$ cat src/design/msb_first_bit_field_reader_unit_defines.svh
// Assertion macros used by the bit-field reader top level.
// Depends on nothing; the module that uses them provides clk and arst_n.
`ifndef MSB_FIRST_BIT_FIELD_READER_UNIT_DEFINES_SVH
`define MSB_FIRST_BIT_FIELD_READER_UNIT_DEFINES_SVH

// Check that cons holds in the same cycle as ante.
`define MBFR_ASSERT_NOW(lbl, ante, cons) \
	lbl: assert property (@(posedge clk) disable iff (!arst_n) (ante) |-> (cons)) \
		else $error("bit field reader check failed");

// Check that cons holds in the cycle after ante.
`define MBFR_ASSERT_NEXT(lbl, ante, cons) \
	lbl: assert property (@(posedge clk) disable iff (!arst_n) (ante) |=> (cons)) \
		else $error("bit field reader check failed");

`endif

$ cat src/design/mbfr_pkg.sv
// Shared constants, command codes and control types of the bit-field reader.
// Depends on nothing.
package mbfr_pkg;

	localparam int BUFFER_BYTES   = 4096;
	localparam int MAX_FIELD_BITS = 16;

	localparam int CMD_W   = 3;
	localparam int BYTE_W  = 8;
	localparam int COUNT_W = 16;
	localparam int FIELD_W = 16;
	localparam int POS_W   = 16;
	localparam logic [POS_W-1:0] POS_MAX = '1;

	localparam int ADDR_W  = $clog2(BUFFER_BYTES);
	localparam int LEN_W   = $clog2(BUFFER_BYTES + 1);
	localparam int IDX_W   = POS_W - 2;
	localparam int CMP_W   = POS_W + 1;
	localparam int SUM_W   = POS_W + 2;
	localparam int CNT_W   = $clog2(MAX_FIELD_BITS + 1);
	localparam int WIN_BYTES = (MAX_FIELD_BITS + 14) / 8;
	localparam int WIN_W   = WIN_BYTES * 8;
	localparam int K_W     = $clog2(WIN_BYTES + 1);

	typedef enum logic [CMD_W-1:0] {
		CMD_START  = 3'd0,
		CMD_APPEND = 3'd1,
		CMD_READ   = 3'd2,
		CMD_PEEK   = 3'd3,
		CMD_SKIP   = 3'd4
	} cmd_t;

	typedef enum logic [1:0] {
		ST_IDLE,
		ST_FETCH,
		ST_LOAD,
		ST_EMIT
	} state_t;

	typedef struct packed {
		logic shift_en;
		logic byte_ok;
	} win_ctl_t;

endpackage

$ cat src/design/mbfr_window.sv
// Bit window and field shifter: collects fetched bytes and cuts out the field.
// Depends on mbfr_pkg.
module mbfr_window
	import mbfr_pkg::*;
(
	input  logic               clk,
	input  win_ctl_t           ctl,
	input  logic [BYTE_W-1:0]  rd_data,
	input  logic [2:0]         bit_off,
	input  logic [CNT_W-1:0]   nbits,
	output logic [FIELD_W-1:0] field
);

	logic [WIN_W-1:0]          win_q;
	logic [BYTE_W-1:0]         byte_in;
	logic [WIN_W-1:0]          aligned;
	logic [MAX_FIELD_BITS-1:0] top_bits;
	logic [CNT_W-1:0]          rshift;

	// Bytes past the stored length read as zero.
	assign byte_in = ctl.byte_ok ? rd_data : '0;

	always_ff @(posedge clk) begin
		if (ctl.shift_en) begin
			win_q <= (win_q << BYTE_W) | WIN_W'(byte_in);
		end
	end

	// Drop the leading bit offset, keep the top field, right-align it.
	assign aligned  = win_q << bit_off;
	assign top_bits = aligned[WIN_W-1 -: MAX_FIELD_BITS];
	assign rshift   = CNT_W'(MAX_FIELD_BITS) - nbits;
	assign field    = FIELD_W'(top_bits >> rshift);

endmodule

$ cat config.mk
export PLATFORM = sky130hd
export DESIGN_NAME = mbfr_window
export DESIGN_NICKNAME = d
export VERILOG_FILES = /design/src/design/msb_first_bit_field_reader_unit_defines.svh /design/src/design/mbfr_pkg.sv /design/src/design/mbfr_window.sv
export SDC_FILE = /design/constraint.sdc
export NUM_CORES = 1
export LEC_CHECK = 0
export BUFFER_PORTS_ARGS = -buffer_cell sky130_fd_sc_hd__buf_2
export CAP_MARGIN = 20
export CORE_UTILIZATION = 35
export DETAILED_ROUTE_END_ITERATION = 8
export PLACE_DENSITY = 0.52
export SYNTH_ARGS = -nofsm -noshare
export SYNTH_HDL_FRONTEND = slang
export SYNTH_SLANG_ARGS = --single-unit
$ cat constraint.sdc
create_clock -name clk -period 6.1 [get_ports clk]
set_input_delay 0.305 -clock clk [delete_from_list [all_inputs] [get_ports clk]]
set_output_delay 0.305 -clock clk [all_outputs]
set_load 0.005 [all_outputs]
==> impl_metrics.prom <==
# TYPE chip_impl_metric gauge
chip_impl_metric{name="synth-edff-count",unit=""} 24
chip_impl_metric{name="htree_levels",unit=""} 1
chip_impl_metric{name="stdcell_count",unit=""} 342
chip_impl_info{name="tritoncts_clock_tree",value="built"} 1
chip_impl_metric{name="critical-path-max-stage-delay",unit="ns"} 0.58
chip_impl_metric{name="grt_start_max_net_pins",unit=""} 29
chip_impl_metric{name="hold_viol_final",unit=""} 0
chip_impl_metric{name="cts.clk_slew.worst_paths",unit="ns"} 0.09
chip_impl_info{name="final_cell_mix",value="34 x sky130_fd_sc_hd__buf_2, 26 x sky130_fd_sc_hd__mux2i_1, 24 x sky130_fd_sc_hd__edfxtp_1, 20 x sky130_fd_sc_hd__nor2_1"} 1
chip_impl_metric{name="worst-r2r-setup-slack",unit="ns"} 5.30
chip_impl_metric{name="synth_sequential_area_ratio",unit="%"} 29.5
chip_impl_info{name="most_common_cell_after_layout_fill_and_taps_aside",value="sky130_fd_sc_hd__buf_2"} 1
chip_impl_metric{name="worstPathMaxFanout",unit=""} 21
chip_impl_info{name="timing.critical_path.from_type",value="input pin"} 1
chip_impl_metric{name="finalWirelength",unit="um"} 5880
chip_impl_metric{name="count_of_pins_over_their_slew_limit",unit=""} 0
chip_impl_info{name="critical_path.most_common_cell",value="sky130_fd_sc_hd__buf_2"} 1
chip_impl_info{name="dominantRegCellSynth",value="sky130_fd_sc_hd__edfxtp_1"} 1
chip_impl_metric{name="overall_via_count_from_detail_route",unit=""} 2094
chip_impl_info{name="run_status",value="finished, final reports clean"} 1
chip_impl_metric{name="die_area",unit="um^2"} 7320
chip_impl_metric{name="globalplace.congestion",unit=""} 0.780
chip_impl_metric{name="whs_path_depth",unit=""} 2
chip_impl_metric{name="grt_pass1_wl",unit="um"} 9810
chip_impl_metric{name="vdd.ir_drop.worst",unit="V"} 0.000142
chip_impl_metric{name="syn_inst",unit=""} 237
chip_impl_metric{name="fill_cells",unit=""} 678
chip_impl_info{name="synthDominantAreaCellType",value="sky130_fd_sc_hd__edfxtp_1"} 1
chip_impl_metric{name="cts_resized",unit=""} 0
chip_impl_metric{name="antenna_violations_before_repair",unit=""} 0
chip_impl_metric{name="fmaxAchievable",unit="MHz"} 306
chip_impl_metric{name="grt-ovfl-total",unit=""} 0
chip_impl_metric{name="clk_latency",unit="ns"} 0.27
chip_impl_metric{name="port-buffer-count",unit=""} 34
chip_impl_metric{name="floorplan_die_height",unit="um"} 85.5
chip_impl_metric{name="drtAntennaViolNets",unit=""} 0
chip_impl_metric{name="boundaryPins",unit=""} 35
chip_impl_metric{name="reg2reg_depth",unit=""} 0
chip_impl_metric{name="placement_rows",unit=""} 30
chip_impl_metric{name="drive_above_1_share",unit="%"} 23.3
chip_impl_metric{name="cts_post_setup_buffers_inserted",unit=""} 0
chip_impl_info{name="crit_path_cells",value="buf_2 > inv_1 > ha_1 > xor2_1 > o21ai_0 > buf_4 > a2111oi_0 > buf_2"} 1
chip_impl_metric{name="multiInputGateArea",unit="um^2"} 1610
chip_impl_info{name="cts_root_buffer",value="sky130_fd_sc_hd__clkbuf_8"} 1
chip_impl_metric{name="postSynthRegisterBits",unit=""} 24
chip_impl_metric{name="p_leak",unit="nW"} 1.07
chip_impl_metric{name="num_antenna_cells",unit=""} 0
chip_impl_metric{name="final-setup-viol-count",unit=""} 0
chip_impl_metric{name="p_seq_share",unit="%"} 39.0
chip_impl_metric{name="yosysWarnings",unit=""} 0
chip_impl_metric{name="final-seq-area",unit="um^2"} 721
chip_impl_metric{name="power.switching_fraction",unit="%"} 31.1
chip_impl_metric{name="syn-num-nets",unit=""} 257
chip_impl_metric{name="timing.max_cap.violations",unit=""} 0
chip_impl_info{name="worst_r2r_endpoint",value="win_q[21]$_DFFE_PP_"} 1
chip_impl_metric{name="width_of_the_die",unit="um"} 85.5
chip_impl_metric{name="timing.critical_path.buf_inv",unit=""} 4
chip_impl_metric{name="tritonroute_pass_1_iters",unit=""} 4
chip_impl_metric{name="viasPerCell",unit=""} 6.12
chip_impl_metric{name="tritoncts_num_sinks",unit=""} 24
chip_impl_metric{name="ys_async_sr_fraction",unit="%"} 0
chip_impl_metric{name="power.share.clock",unit="%"} 25.9
chip_impl_info{name="top_regs",value="win_q: 24 flops"} 1
chip_impl_info{name="worstSetupEndpointType",value="output port"} 1
chip_impl_metric{name="drt-initial-drc-count",unit=""} 158
chip_impl_metric{name="core_outline_area",unit="um^2"} 6760
chip_impl_metric{name="place.detailed.instances",unit=""} 338
chip_impl_metric{name="finalWorstPathRequiredPeriod",unit="ns"} 3.27
chip_impl_metric{name="cp.depth",unit=""} 8
chip_impl_info{name="timing.critical_path.from",value="nbits[0]"} 1
chip_impl_metric{name="dp_hpwl",unit="um"} 4580
chip_impl_metric{name="number_of_global_route_vias_before_repair",unit=""} 1896
chip_impl_metric{name="share_comb_of_total_power",unit="%"} 35.1
chip_impl_metric{name="switchingPower",unit="uW"} 166
chip_impl_info{name="critical-path-top-delay-family",value="buffers and inverters"} 1
chip_impl_info{name="critical_setup_path_class",value="input pin to output port"} 1
chip_impl_metric{name="p_per_area",unit="nW/um^2"} 197
chip_impl_metric{name="power_report.internal_total",unit="uW"} 367
chip_impl_metric{name="area_growth_from_synthesis_to_final_layout",unit="%"} 10.7
chip_impl_info{name="max_flop_register",value="win_q"} 1
chip_impl_metric{name="cts_inserted_buffers",unit=""} 3
chip_impl_metric{name="clock_tree_buf_depth",unit=""} 2
chip_impl_metric{name="holdBufCountCts",unit=""} 0
chip_impl_metric{name="routedWlPerCell",unit="um"} 17.2
chip_impl_metric{name="synthesis.area",unit="um^2"} 2440
chip_impl_metric{name="largest_register_ffs",unit=""} 24
chip_impl_metric{name="worst_clock_skew",unit="ns"} 0.00695
chip_impl_metric{name="fin_nets",unit=""} 283
chip_impl_info{name="synth.area.top_cells",value="sky130_fd_sc_hd__edfxtp_1 30%, sky130_fd_sc_hd__mux2i_1 11%, sky130_fd_sc_hd__mux4_1 8.6%, sky130_fd_sc_hd__mux2_2 3.7%, sky130_fd_sc_hd__o22ai_1 3.6%"} 1
chip_impl_info{name="critical_path.endpoint",value="field[14]"} 1
chip_impl_info{name="rsz_0062_raised_after_global_routing",value="false"} 1
chip_impl_metric{name="worstPathArrival",unit="ns"} 2.96
chip_impl_metric{name="initial_utilization",unit="%"} 36.1
chip_impl_info{name="min_path_type",value="input pin to register"} 1
chip_impl_metric{name="tns",unit="ns"} 0
chip_impl_metric{name="fin_crit_sh",unit="%"} 53.5
chip_impl_metric{name="worst-endpoint-required",unit="ns"} 5.79
chip_impl_metric{name="drcViolationCount",unit=""} 0
chip_impl_metric{name="relSlewSlack",unit="%"} 55.9
chip_impl_metric{name="syn-mean-instance-area",unit="um^2"} 10.3
chip_impl_info{name="critPathSlowestCell",value="sky130_fd_sc_hd__xor2_1"} 1
chip_impl_info{name="worst_r2r_start",value="win_q[13]$_DFFE_PP_"} 1
chip_impl_metric{name="synth_top_area_share",unit="%"} 29.5
chip_impl_metric{name="worst-slew-pin-transition",unit="ns"} 0.660
chip_impl_metric{name="postLayoutCoreUtil",unit="%"} 40.0
chip_impl_metric{name="grt_total_usage",unit="%"} 16.5
chip_impl_metric{name="netlist-cell-type-count",unit=""} 50
[power by group through the flow]
stage	Clock [mW]	Combinational, mW	Sequential [mW]
2_1_floorplan	0	0.140	0.206
3_3_place_gp	0	0.187	0.212
3_5_place_dp	0	0.186	0.212
4_1_cts	0.142	0.187	0.208
5_1_grt	0.148	0.206	0.210
6_report	0.138	0.187	0.208
[cell families after synthesis]
kind of cell    share of synthesized area [%]
mux                                      29.3
flops                                    29.5
compound gates                           21.1
simple gates                             14.3
buf+inv                                  4.56
xor+xnor                                0.717
fa+ha+maj                               0.512
[cells in the mapped netlist (all sizes together), types with 4 or more instances]
master,number
a21oi,5
a22oi,5
and2,10
buf,13
edfxtp,24
inv,6
mux2,14
mux2i,26
mux4,11
nand2,14
nand2b,4
nor2,20
nor3,8
o21ai,13
o22ai,16
o32ai,5
[layer usage]
layer  vias to the layer above  GRT usage, %  share of wire (%)
li1                       1019             -                  -
met1                      1019          24.5                 48
met2                        56          27.1                 48
met3                         0          2.12                3.8
met4                         0         0.909                  0
met5                         -             0                  0
[per-stage QoR]
step / total power [mW] / setup WS (ns) / hold slack [ns] / instance area, um^2
floorplan: 0.346 / 3.69 / 0.400 / 2440
CTS: 0.536 / 2.86 / 0.305 / 2700
global route: 0.563 / 2.54 / 0.307 / 2700
detailed placement: 0.398 / 2.86 / 0.411 / 2630
global placement: 0.398 / 2.85 / 0.414 / 2630
finish: 0.532 / 2.83 / 0.312 / 2700
[worst min-delay path by stage]
stage                  startpoint            endpoint  slack [ns]
3_5_place_dp   win_q[0]$_DFFE_PP_  win_q[8]$_DFFE_PP_        0.41
5_1_grt                rd_data[3]  win_q[3]$_DFFE_PP_        0.31
3_3_place_gp   win_q[0]$_DFFE_PP_  win_q[8]$_DFFE_PP_        0.41
2_1_floorplan  win_q[0]$_DFFE_PP_  win_q[8]$_DFFE_PP_        0.40
4_1_cts                rd_data[0]  win_q[0]$_DFFE_PP_        0.31
6_report               rd_data[0]  win_q[0]$_DFFE_PP_        0.31
[layout make-up]
| cell class | count | share of cell area [%] |
|---|---|---|
| timing repair buffer | 35 | 6.57 |
| sequential | 24 | 26.7 |
| multi-input combinational | 193 | 59.6 |
| inverter | 6 | 0.833 |
| clock inverter | 1 | 1.11 |
| tap | 80 | 3.70 |
| clock buffer | 3 | 1.53 |
Note: power is estimated with default switching activity, not from simulation.
